### src/rtl/mrr_pkg.sv
// ============================================================================
// mrr_pkg
// Shared types, constants and the CRC helper for the Modbus RTU request
// receiver.
// ============================================================================
`default_nettype none

package mrr_pkg;

    localparam int FRAME_MAX  = 256;
    localparam int CNT_W      = 9;
    localparam int Q_DEPTH    = 4;
    localparam int Q_AW       = $clog2(Q_DEPTH);

    localparam logic [15:0] CRC_POLY   = 16'hA001;
    localparam logic [15:0] CRC_SEED   = 16'hFFFF;
    localparam logic [7:0]  ADDR_BCAST = 8'hAA;
    localparam logic [7:0]  FC_MULTI   = 8'h10;
    localparam logic [7:0]  FC_FIX_LO  = 8'h01;
    localparam logic [7:0]  FC_FIX_HI  = 8'h06;
    localparam logic [7:0]  STA_RESET  = 8'h01;

    localparam logic [CNT_W-1:0] FIXED_LAST = CNT_W'(7);
    localparam logic [CNT_W-1:0] IDX_BCNT   = CNT_W'(6);
    localparam logic [CNT_W-1:0] MULTI_ADD  = CNT_W'(8);

    typedef enum logic [2:0] {
        ST_IGNORED = 3'd0,
        ST_ADDR    = 3'd1,
        ST_INFRAME = 3'd2,
        ST_OK      = 3'd3,
        ST_CRCBAD  = 3'd4,
        ST_BADFUNC = 3'd5,
        ST_TOOLONG = 3'd6
    } t_status;

    // one classified byte as it travels from front to back
    typedef struct packed {
        logic [7:0] data;
        logic       addr_hit;
        logic       fc_fixed;
        logic       fc_multi;
    } t_entry;

    // byte-wide reflected CRC-16 step, eight shifts unrolled
    function automatic logic [15:0] crc_fold(input logic [15:0] crc, input logic [7:0] b);
        logic [15:0] c;
        c = crc ^ {8'h00, b};
        for (int k = 0; k < 8; k++) begin
            c = c[0] ? ((c >> 1) ^ CRC_POLY) : (c >> 1);
        end
        return c;
    endfunction

endpackage

`default_nettype wire

### src/rtl/mrr_front.sv
// ============================================================================
// mrr_front
// Accepts received bytes and tags each one with its address match and
// function code class before it enters the queue.
// ============================================================================
`default_nettype none

module mrr_front (
    input  wire logic            i_rx_valid,
    output logic                 o_rx_ready,
    input  wire logic [7:0]      i_rx_byte,
    input  wire logic [7:0]      i_station,
    input  wire logic            i_q_full,
    output logic                 o_push,
    output mrr_pkg::t_entry      o_entry
);

    assign o_rx_ready = !i_q_full;
    assign o_push     = i_rx_valid && !i_q_full;

    always_comb begin
        o_entry.data     = i_rx_byte;
        o_entry.addr_hit = (i_rx_byte == i_station) || (i_rx_byte == mrr_pkg::ADDR_BCAST);
        o_entry.fc_fixed = (i_rx_byte >= mrr_pkg::FC_FIX_LO) &&
                           (i_rx_byte <= mrr_pkg::FC_FIX_HI);
        o_entry.fc_multi = (i_rx_byte == mrr_pkg::FC_MULTI);
    end

endmodule

`default_nettype wire

### src/rtl/mrr_fifo.sv
// ============================================================================
// mrr_fifo
// Short queue of classified bytes between the front and the frame engine.
// ============================================================================
`default_nettype none

module mrr_fifo (
    input  wire logic            i_clk,
    input  wire logic            i_rst_n,
    input  wire logic            i_push,
    input  wire mrr_pkg::t_entry i_entry,
    input  wire logic            i_pop,
    output mrr_pkg::t_entry      o_entry,
    output logic                 o_full,
    output logic                 o_empty
);

    mrr_pkg::t_entry r_mem [mrr_pkg::Q_DEPTH];
    logic [mrr_pkg::Q_AW-1:0] r_wptr, n_wptr;
    logic [mrr_pkg::Q_AW-1:0] r_rptr, n_rptr;
    logic [mrr_pkg::Q_AW:0]   r_count, n_count;

    assign o_full  = (r_count == (mrr_pkg::Q_AW+1)'(mrr_pkg::Q_DEPTH));
    assign o_empty = (r_count == '0);
    assign o_entry = r_mem[r_rptr];

    always_comb begin
        n_wptr  = i_push ? r_wptr + 1'b1 : r_wptr;
        n_rptr  = i_pop  ? r_rptr + 1'b1 : r_rptr;
        n_count = r_count;
        if (i_push && !i_pop) begin
            n_count = r_count + 1'b1;
        end else if (!i_push && i_pop) begin
            n_count = r_count - 1'b1;
        end
    end

    always_ff @(posedge i_clk) begin
        if (!i_rst_n) begin
            r_wptr  <= '0;
            r_rptr  <= '0;
            r_count <= '0;
        end else begin
            r_wptr  <= n_wptr;
            r_rptr  <= n_rptr;
            r_count <= n_count;
        end
    end

    always_ff @(posedge i_clk) begin
        if (i_push) begin
            r_mem[r_wptr] <= i_entry;
        end
    end

    a_no_overflow: assert property (@(posedge i_clk) disable iff (!i_rst_n)
        i_push |-> (!o_full || i_pop))
        else $error("queue push while full");
    a_no_underflow: assert property (@(posedge i_clk) disable iff (!i_rst_n)
        i_pop |-> !o_empty)
        else $error("queue pop while empty");
    a_count_range: assert property (@(posedge i_clk) disable iff (!i_rst_n)
        r_count <= (mrr_pkg::Q_AW+1)'(mrr_pkg::Q_DEPTH))
        else $error("queue count out of range");

endmodule

`default_nettype wire

### src/rtl/mrr_back.sv
// ============================================================================
// mrr_back
// Frame engine: tracks the frame, runs the CRC, captures the header and
// registers one status item per byte.
// ============================================================================
`default_nettype none

module mrr_back (
    input  wire logic            i_clk,
    input  wire logic            i_rst_n,
    input  wire logic            i_q_empty,
    input  wire mrr_pkg::t_entry i_entry,
    output logic                 o_pop,
    output logic                 o_res_valid,
    input  wire logic            i_res_ready,
    output logic [2:0]           o_rx_status,
    output logic [7:0]           o_function_code,
    output logic [15:0]          o_start_address,
    output logic [15:0]          o_quantity,
    output logic [7:0]           o_byte_index,
    output logic [7:0]           o_data_byte
);

    localparam int CW = mrr_pkg::CNT_W;

    logic                 r_mode, n_mode;
    logic [CW-1:0]        r_cnt, n_cnt;
    logic [CW-1:0]        r_exp, n_exp;
    logic [15:0]          r_crc, n_crc;
    logic [7:0]           r_fc, n_fc;
    logic [15:0]          r_sa, n_sa;
    logic [15:0]          r_qty, n_qty;
    logic                 r_fix, n_fix;
    logic                 r_mul, n_mul;
    logic                 r_ovalid;
    mrr_pkg::t_status     n_status;
    logic [CW-1:0]        n_idx;
    logic [CW-1:0]        cnt_inc;
    logic                 fix_now, mul_now;
    logic [7:0]           b;

    logic [2:0]           r_status;
    logic [7:0]           r_ofc, r_oidx, r_odata;
    logic [15:0]          r_osa, r_oqty;

    assign o_pop = !i_q_empty && (!r_ovalid || i_res_ready);
    assign b     = i_entry.data;

    always_comb begin
        n_mode   = r_mode;
        n_cnt    = r_cnt;
        n_exp    = r_exp;
        n_crc    = r_crc;
        n_fc     = r_fc;
        n_sa     = r_sa;
        n_qty    = r_qty;
        n_fix    = r_fix;
        n_mul    = r_mul;
        n_status = mrr_pkg::ST_IGNORED;
        n_idx    = '0;
        cnt_inc  = r_cnt + 1'b1;
        fix_now  = (cnt_inc == CW'(1)) ? i_entry.fc_fixed : r_fix;
        mul_now  = (cnt_inc == CW'(1)) ? i_entry.fc_multi : r_mul;

        if (!r_mode) begin
            if (i_entry.addr_hit) begin
                n_mode   = 1'b1;
                n_cnt    = '0;
                n_fc     = '0;
                n_sa     = '0;
                n_qty    = '0;
                n_crc    = mrr_pkg::crc_fold(mrr_pkg::CRC_SEED, b);
                n_status = mrr_pkg::ST_ADDR;
            end
        end else begin
            n_cnt    = cnt_inc;
            n_idx    = cnt_inc;
            n_crc    = mrr_pkg::crc_fold(r_crc, b);
            n_status = mrr_pkg::ST_INFRAME;
            case (cnt_inc)
                CW'(1): begin
                    n_fc  = b;
                    n_fix = i_entry.fc_fixed;
                    n_mul = i_entry.fc_multi;
                end
                CW'(2):  n_sa[15:8]  = b;
                CW'(3):  n_sa[7:0]   = b;
                CW'(4):  n_qty[15:8] = b;
                CW'(5):  n_qty[7:0]  = b;
                default: ;
            endcase

            if (cnt_inc < mrr_pkg::FIXED_LAST) begin
                if (fix_now) begin
                    n_exp = mrr_pkg::FIXED_LAST;
                end else if (mul_now) begin
                    if (cnt_inc == mrr_pkg::IDX_BCNT) begin
                        n_exp = CW'(b) + mrr_pkg::MULTI_ADD;
                        if ({1'b0, n_exp} > (CW+1)'(mrr_pkg::FRAME_MAX)) begin
                            n_status = mrr_pkg::ST_TOOLONG;
                            n_mode   = 1'b0;
                            n_cnt    = '0;
                        end
                    end
                end else begin
                    n_status = mrr_pkg::ST_BADFUNC;
                    n_mode   = 1'b0;
                    n_cnt    = '0;
                end
            end else if ({1'b0, cnt_inc} >= (CW+1)'(mrr_pkg::FRAME_MAX)) begin
                n_status = mrr_pkg::ST_TOOLONG;
                n_mode   = 1'b0;
                n_cnt    = '0;
            end else if (cnt_inc == r_exp) begin
                n_status = (n_crc == 16'h0000) ? mrr_pkg::ST_OK : mrr_pkg::ST_CRCBAD;
                n_mode   = 1'b0;
                n_cnt    = '0;
            end
        end
    end

    always_ff @(posedge i_clk) begin
        if (!i_rst_n) begin
            r_mode   <= 1'b0;
            r_cnt    <= '0;
            r_exp    <= mrr_pkg::FIXED_LAST;
            r_crc    <= mrr_pkg::CRC_SEED;
            r_fc     <= '0;
            r_sa     <= '0;
            r_qty    <= '0;
            r_fix    <= 1'b0;
            r_mul    <= 1'b0;
            r_ovalid <= 1'b0;
        end else begin
            if (o_pop) begin
                r_mode <= n_mode;
                r_cnt  <= n_cnt;
                r_exp  <= n_exp;
                r_crc  <= n_crc;
                r_fc   <= n_fc;
                r_sa   <= n_sa;
                r_qty  <= n_qty;
                r_fix  <= n_fix;
                r_mul  <= n_mul;
            end
            if (o_pop) begin
                r_ovalid <= 1'b1;
            end else if (i_res_ready) begin
                r_ovalid <= 1'b0;
            end
        end
    end

    // output payload register
    always_ff @(posedge i_clk) begin
        if (o_pop) begin
            r_status <= n_status;
            r_ofc    <= n_fc;
            r_osa    <= n_sa;
            r_oqty   <= n_qty;
            r_oidx   <= n_idx[7:0];
            r_odata  <= b;
        end
    end

    assign o_res_valid     = r_ovalid;
    assign o_rx_status     = r_status;
    assign o_function_code = r_ofc;
    assign o_start_address = r_osa;
    assign o_quantity      = r_oqty;
    assign o_byte_index    = r_oidx;
    assign o_data_byte     = r_odata;

    a_wait_cnt_zero: assert property (@(posedge i_clk) disable iff (!i_rst_n)
        !r_mode |-> (r_cnt == '0))
        else $error("counter not zero while waiting for address");
    a_cnt_bound: assert property (@(posedge i_clk) disable iff (!i_rst_n)
        {1'b0, r_cnt} < (CW+1)'(mrr_pkg::FRAME_MAX))
        else $error("byte counter passed frame limit");
    a_ignored_idx: assert property (@(posedge i_clk) disable iff (!i_rst_n)
        (o_res_valid && (o_rx_status == mrr_pkg::ST_IGNORED ||
                         o_rx_status == mrr_pkg::ST_ADDR)) |-> (o_byte_index == 8'd0))
        else $error("address-phase item with nonzero index");

endmodule

`default_nettype wire

### src/rtl/modbus_rtu_request_receiver_top.sv
// ============================================================================
// modbus_rtu_request_receiver_top
// Modbus RTU request receiver: frame detection, header capture and CRC-16.
// ============================================================================
// Takes one received byte per clock while the queue is not full and returns
// one status item per byte, in order. A byte is tagged on entry (address
// match, function code class), held in a 4-entry queue, then processed by
// the frame engine, which folds it into the CRC combinationally and loads the
// registered result. With the result side ready, throughput is one byte per
// cycle, each byte passing the queue and then the result register. The queue
// absorbs up to four bytes while the result side stalls. station_address
// resets to 1 and should only be written while no bytes are in flight.
`default_nettype none

module modbus_rtu_request_receiver_top (
    input  wire logic        i_clk,
    input  wire logic        i_rst_n,
    input  wire logic        i_cfg_we,
    input  wire logic [7:0]  i_cfg_data,
    input  wire logic        i_rx_valid,
    output logic             o_rx_ready,
    input  wire logic [7:0]  i_rx_byte,
    output logic             o_res_valid,
    input  wire logic        i_res_ready,
    output logic [2:0]       o_rx_status,
    output logic [7:0]       o_function_code,
    output logic [15:0]      o_start_address,
    output logic [15:0]      o_quantity,
    output logic [7:0]       o_byte_index,
    output logic [7:0]       o_data_byte
);

    logic [7:0]      r_station;
    logic            push, pop, q_full, q_empty;
    mrr_pkg::t_entry f_entry, q_entry;

    always_ff @(posedge i_clk) begin
        if (!i_rst_n) begin
            r_station <= mrr_pkg::STA_RESET;
        end else if (i_cfg_we) begin
            r_station <= i_cfg_data;
        end
    end

    mrr_front u_front (
        .i_rx_valid (i_rx_valid),
        .o_rx_ready (o_rx_ready),
        .i_rx_byte  (i_rx_byte),
        .i_station  (r_station),
        .i_q_full   (q_full),
        .o_push     (push),
        .o_entry    (f_entry)
    );

    mrr_fifo u_fifo (
        .i_clk   (i_clk),
        .i_rst_n (i_rst_n),
        .i_push  (push),
        .i_entry (f_entry),
        .i_pop   (pop),
        .o_entry (q_entry),
        .o_full  (q_full),
        .o_empty (q_empty)
    );

    mrr_back u_back (
        .i_clk           (i_clk),
        .i_rst_n         (i_rst_n),
        .i_q_empty       (q_empty),
        .i_entry         (q_entry),
        .o_pop           (pop),
        .o_res_valid     (o_res_valid),
        .i_res_ready     (i_res_ready),
        .o_rx_status     (o_rx_status),
        .o_function_code (o_function_code),
        .o_start_address (o_start_address),
        .o_quantity      (o_quantity),
        .o_byte_index    (o_byte_index),
        .o_data_byte     (o_data_byte)
    );

endmodule

`default_nettype wire

### config.mk
export PLATFORM = sky130hd
export DESIGN_NAME = modbus_rtu_request_receiver_top
export DESIGN_NICKNAME = d
export VERILOG_FILES = /design/src/rtl/mrr_pkg.sv /design/src/rtl/mrr_front.sv /design/src/rtl/mrr_fifo.sv /design/src/rtl/mrr_back.sv /design/src/rtl/modbus_rtu_request_receiver_top.sv
export SDC_FILE = /design/constraint.sdc
export NUM_CORES = 1
export LEC_CHECK = 0
export ABC_AREA = 1
export BUFFER_PORTS_ARGS = -buffer_cell sky130_fd_sc_hd__buf_2
export CAP_MARGIN = 0
export CORE_MARGIN = 10
export CORE_UTILIZATION = 54
export CTS_CLUSTER_DIAMETER = 100
export DETAILED_ROUTE_END_ITERATION = 16
export GPL_ROUTABILITY_DRIVEN = 0
export GPL_TIMING_DRIVEN = 0
export PLACE_DENSITY = 0.76
export SLEW_MARGIN = 20
export SYNTH_ARGS = -nofsm -noshare
export SYNTH_HDL_FRONTEND = slang
export SYNTH_SLANG_ARGS = --single-unit
### constraint.sdc
create_clock -name i_clk -period 3.3 [get_ports i_clk]
set_clock_uncertainty 0.15 [all_clocks]
set_input_delay 0.66 -clock i_clk [delete_from_list [all_inputs] [get_ports i_clk]]
set_output_delay 0.66 -clock i_clk [all_outputs]
set_load 0.03 [all_outputs]
======== After elaboration in Yosys (flattened, before gate mapping) ========
Memory sizes are Yosys's and may differ from the RTL's. A register that Yosys moved wholly into a read port is not among the register bits.
Index checks and enable logic that the tools add are counted.
cells by class
  bitwise operators ....................... 18
  equal/unequal tests ..................... 11
  mux-type cells .......................... 70
  $add $sub $neg .......................... 6
  order comparisons ....................... 5
  reduce and logical (&&, ||, !) cells .... 22
operator list
  cell                   count
  $mux W16               22
  $mux W9                12
  $mux W8                7
  $not A2 Y3             16
  $mux W3                11
  $eq A9 B3 Y1 const B   3
  $eq A9 B2 Y1 const B   2
  $logic_not A16 Y1      1
  $mux W1                16
  $not A8 Y16            1
  $xor A16 B8 Y16        1
  $reduce_bool A2 Y1     5
  $add A8 B4 Y9 const B  1
  $add A9 B1 Y9 const B  1
  $eq A9 B1 Y1 const B   1
  $eq A9 B9 Y1           1
  $ge A9 B9 Y1 const B   1
  $gt A9 B9 Y1 const B   1
  $lt A9 B3 Y1 const B   1
  $eq A8 B5 Y1 const B   1
  $eq A8 B8 Y1           1
  $eq A8 B8 Y1 const B   1
  $ge A8 B1 Y1 const B   1
  $le A8 B3 Y1 const B   1
  other kinds (11)       23
word-level totals
  memory bits (writable) .................. 44
  memories kept ........................... 1
  flip-flop bits (word level) ............. 152
memory list
  name          depth  bits a word  rd ports  clocked after memory_dff  wr ports  line            RTL
  u_fifo.r_mem  4      11           1         1                         1         mrr_fifo.sv:18  mrr_pkg::t_entry r_mem [mrr_pkg::Q_DEPTH];

======== Depth between registers and ports, before layout ========
  depth after elaboration ................. 23
  depth in mapped cells ................... 23

======== By module ========
From an unflattened synthesis, not the netlist that was laid out.
unflattened totals
  cell total of the unflattened synthesis .. 1,118
  area, all modules ....................... 9,532.9 sq um
modules (own cells, without submodules)
  module                           area an instance (sq um)  sequential area each (sq um)  cells each  times used
  mrr_back                         6,826.5                   3,333.2                       842         1
  mrr_fifo                         2,084.5                   1,501.4                       165         1
  modbus_rtu_request_receiver_top  340.3                     160.2                         50          1
  mrr_front                        281.5                     0.0                           61          1

======== Least setup slack after synthesis ========
No wires, ideal clock.
  path type ............................... input port to flip-flop
  start point ............................. input port i_res_ready
  end point ............................... register u_back.r_oidx[0] (netlist: u_back.o_byte_index[0]) (enable)
  stages .................................. 4
  setup time .............................. 446 ps
  path slack .............................. -270 ps
  buffers on the path ..................... 2
  arrival time ............................ 2,974 ps
  cells stage by stage .................... nor2_1 > a31oi_1 > clkbuf_1 > clkbuf_1
between the ends
  longest elaborated chain between the ends .. 2
RTL lines
  what                    line                                   RTL
  start: declaration      modbus_rtu_request_receiver_top.sv:24  input wire logic i_res_ready,
  $logic_or A1 B1 Y1      mrr_back.sv:46                         assign o_pop = !i_q_empty && (!r_ovalid || i_res_ready);
  $logic_and A1 B1 Y1     mrr_back.sv:46
  net pop                 modbus_rtu_request_receiver_top.sv:34  logic push, pop, q_full, q_empty;
  end signal: assignment  mrr_back.sv:161                        r_oidx <= n_idx[7:0];
  end: declaration        mrr_back.sv:43                         logic [7:0] r_ofc, r_oidx, r_odata;
The timed path passes the listed nets, and every way through them passes these cells.
A chain may end at the register's enable or synchronous reset.

==> results <==
- The flow ran to the end, but the final reports show violations.
- The number of enable-type register cells in the synthesized netlist is 103.
- The complex-gate fraction of the synthesized area is 13.2%.
- The placed instance area is 0.0103 mm2.
- The region available for standard cell placement spans 0.0174 mm2.
- 82 I/O pins were placed.
- The via count of the first global-routing pass is 8,122.
- The number of buffers inserted during clock tree synthesis is 17.
- The clock root buffer is clkbuf_16.
- Dividing the final minimum period by the clock period gives 106%.
- The final reports fail on negative setup slack.
- Walking the worst path, the cells encountered are clkinvlp_4, nand3_2, nand2_4, xor2_4, nand2_2, nand2_4, xor2_2, or2_4, nand2_2, inv_2, ha_4, xor2_2, inv_1, nand4_1, nand3b_1, nor2_1, nand4_1, nand2_1, nand3_1, nand2_1, inv_1.
- Setup violations remaining at the end of the flow were counted as 3.
- In this run the remaining antenna-violating nets after routing total 0.
- The category of cells accounting for the largest share of critical-path delay is simple AND/OR/NAND/NOR gates.
- The critical setup path kind is register to register.
- The path class of the tightest hold or removal check is input port to register.
- The unique cell type count in the Yosys netlist is 42.
- The number of clock sinks is 198.
- The number of hold buffers added after CTS is 0.
- The total track usage is 21.5%.
- On the worst path, the slowest cell contributes a delay of 0.40 ns.
- Setup repair after global routing could not meet its margin everywhere.
- The detailed-routing iteration count for the pre-antenna-repair pass is 7.
- The count of max-cap constraint violations is 0.
- For the pin with the worst max-slew slack, the measured transition is 1.05 ns.
- The cell area after layout is 0.0115 mm2.
- At the end of the flow, the number of nets in the layout was 1,311.
- STA classifies the critical path startpoint as a register.
- The residual overflow from global routing is 0.
- Dividing the detail-routed wire length by the instance count gives 17.3 um.
- In the synthesized netlist the dominant register cell turns out to be edfxtp_1.
- Along the worst path, the maximum fanout reaches 6.
- The post-layout instance count excluding filler cells is 1,510.
- Overall power consumption after layout is estimated at 0.0126 W.
- During placement, the flow inserted port buffers numbering 81.
- The synthesized netlist devotes 2.42% of its cell area to adder and majority cells.
- The max-slew violation count is 0.
- The floorplan has 48 rows.
- The number of antenna violations at the first check in global routing is 0.
- The largest net degree at the start of global routing is 38.
- After technology mapping, the gate count stands at 1,138.
- The post-synthesis mux area share is 0%.
- Cells with a size suffix above 1 make up 19.4% of the layout.
- STA classifies the critical path endpoint as a register.
- At the later pin of the worst-skew pair, clock insertion delay measures 0.44 ns.
- On the critical path, the stage with the largest delay is an instance of dfxtp_4.
- The maximum clock path buffer count is 2.
- Dividing total power by cell area gives a power density of 1090 mW/mm2.
- At the worst endpoint, the required time is 3.35 ns.
- Headroom to the max-slew limit came out at 30.0%.
- Once routing completed, OpenROAD measured the worst setup slack at -0.192 ns.
- In this run, placement finished with an instance count of 1,445.
- The worst supply voltage drop on vdd is 0.000590 V.
- The hold violation total from the final report was 0.
- The most common library cell in the layout ignoring fill and taps is nand2_1.
- Sequential elements use 52.0% of the synthesized area.
- The combined area of all synthesized cells is 0.00960 mm2.
- The H-tree depth is 4.
- The net count of the mapped netlist is 1,177.
- The number of buffers and inverters on the critical path is 4.
- Counting flops with an async set or reset pin after synthesis yields a share of 0%.
- Relative to the synthesized area, the layout overhead comes to 20.0%.
- The share of synthesized cell area in and, or, nand and nor gates is 23.4%.
- The count of routing violations after the opening detailed-route iteration is 848.
- Using the TritonRoute via totals, the vias-per-cell ratio works out to 5.71.
- The xor and xnor fraction of the mapped netlist area is 2.92%.
- The first global-routing pass estimated 41.5 mm of wire.
- Measured along the y axis, the die boundary spans 153 um.
- Hold is met by 0.286 ns.
- The die is 153 um wide.
- The clock period minus worst slack is 3.49 ns.
- The endpoint arrival time on the critical path is 3.54 ns.
- The detailed placer's ending HPWL is 17.4 mm.
- Yosys printed 0 warnings.
- The floorplan die area is 0.0235 mm2.
- The clock tree from TritonCTS is built.
- The number of design rule violations left after detail routing is 0.
- The initial core utilization is 55.3%.
- Clock-pin slew was measured on the worst setup and hold paths at 0.08 ns.
- In this run the mean area of a mapped cell was 8.44 um2.
- The timing-limited maximum frequency is 286 MHz.
- The final antenna diode count is 0.
- For this design the static power due to leakage is 4.61 nW.
- In the layout the commonest cells are nand2_1, edfxtp_1, a21oi_1.
- After detailed routing, the total wire length is 26.1 mm.
- Detailed routing inserted a total of 8,616 vias.
- The largest family of logic cells by synthesized area is simple AND/OR/NAND/NOR gates.
- The number of flip-flops and latches in the synthesized netlist is 198.
[path summary, 6_finish.rpt]
path	start	endpoint	slack [ns]	cells past startpoint
setup / recovery	register	u_back.o_rx_status[2]	-0.19	21
hold / removal	i_cfg_data[6]	r_station[6]	0.29	3
setup reg to reg	register	u_back.o_rx_status[2]	-0.19	21
hold reg to reg	u_fifo.r_rptr[1]	register	0.31	2
[sequential cells by signal, indices dropped and copies added (netlist names), 2 cells and up, named ones only]
name	count
u_fifo.r_rptr	2
u_back.o_data_byte	8
u_back.o_byte_index	8
u_back.o_rx_status	3
u_back.r_crc	16
u_back.r_cnt	9
u_back.r_qty	16
u_back.o_start_address	16
u_back.r_fc	8
u_back.r_exp	9
r_station	8
u_fifo.r_count	3
u_back.r_sa	16
u_back.o_function_code	8
u_back.o_quantity	16
u_fifo.r_mem	44
u_fifo.r_wptr	2
[repair_timing]
action | 4_1_cts | 5_1_grt
setup buffers | 27 | 6
gates resized for setup | 60 | 18
endpoints found under the setup margin | 4 | 13
pin swaps | 23 | 4
gates cloned | 2 | 0
hold endpoints to repair | 0 | 0
[area by class of cell]
cell class	count	area [um2]
multi-input combinational	794	4300
inverter	100	387
clock inverter	13	155
clock buffer	19	454
tap	225	282
buffer	45	230
fill	1324	5840
timing repair buffer	115	703
timing repair inverter	1	7.51
sequential	198	5000
[stage by stage]
step	util [%]	worst slack (ns)	setup TNS (ns)
3_3_place_gp	59.3	-0.616	-6.08
2_1_floorplan	-	0.0489	0
5_1_grt	66.4	-0.354	-0.895
6_report	66.4	-0.192	-0.429
3_5_place_dp	59.4	-0.655	-1.78
4_1_cts	65.6	-0.0281	-0.0281
[worst register-to-register path, delay by kind of cell (launching register included)]
kind,cells,cell delay [ns]
DFF,1,0.40
adders and majority gates,1,0.21
xor gates and xnor gates,3,0.49
and+or+nand+nor,13,1.61
buffers and inverters,4,0.38
[cell usage after synthesis (3+ instances only)]
master / instances / area share [%]
edfxtp_1: 103 / 32
o21bai_1: 11 / 0.86
dfxtp_1: 95 / 20
a31oi_1: 9 / 0.59
nand2_2: 14 / 0.91
nand3_1: 56 / 2.9
nor3_1: 5 / 0.26
nand4_1: 23 / 1.5
nand2_1: 294 / 11
o21ai_1: 30 / 1.6
buf_1: 5 / 0.20
inv_1: 91 / 3.6
nand3_2: 4 / 0.42
o21ai_0: 71 / 3.7
or2_2: 4 / 0.26
xnor2_1: 16 / 1.5
inv_2: 6 / 0.23
nor2_4: 6 / 0.70
clkbuf_1: 28 / 1.1
nor2_1: 84 / 3.3
ha_1: 17 / 2.2
nor2_2: 7 / 0.46
buf_2: 12 / 0.63
o22ai_1: 8 / 0.52
o221ai_1: 3 / 0.27
a21oi_1: 98 / 5.1
xor2_1: 16 / 1.5
[logic make-up after synthesis]
kind of cell,Yosys count
simple gates,508
compound gates,236
flops,198
buf+inv,146
xor+xnor,32
fa+ha+maj,18
[metal layers]
| metal | GRT usage (%) | part of all wire [%] | routed length, um |
|---|---|---|---|
| met1 | 26.2 | 39 | 10100 |
| met2 | 36.4 | 48 | 12500 |
| met3 | 4.21 | 9.1 | 2380 |
| met4 | 9.04 | 4.0 | 1040 |
| met5 | 0 | 0 | 0 |
[power by group]
| group | switching (W) | internal [W] |
|---|---|---|
| logic | 0.00463 | 0.00216 |
| clock network | 0.000967 | 0.00119 |
| registers | 0.000255 | 0.00335 |
| total | 0.00585 | 0.00670 |
No activity file was read; power rests on OpenSTA's default activity.
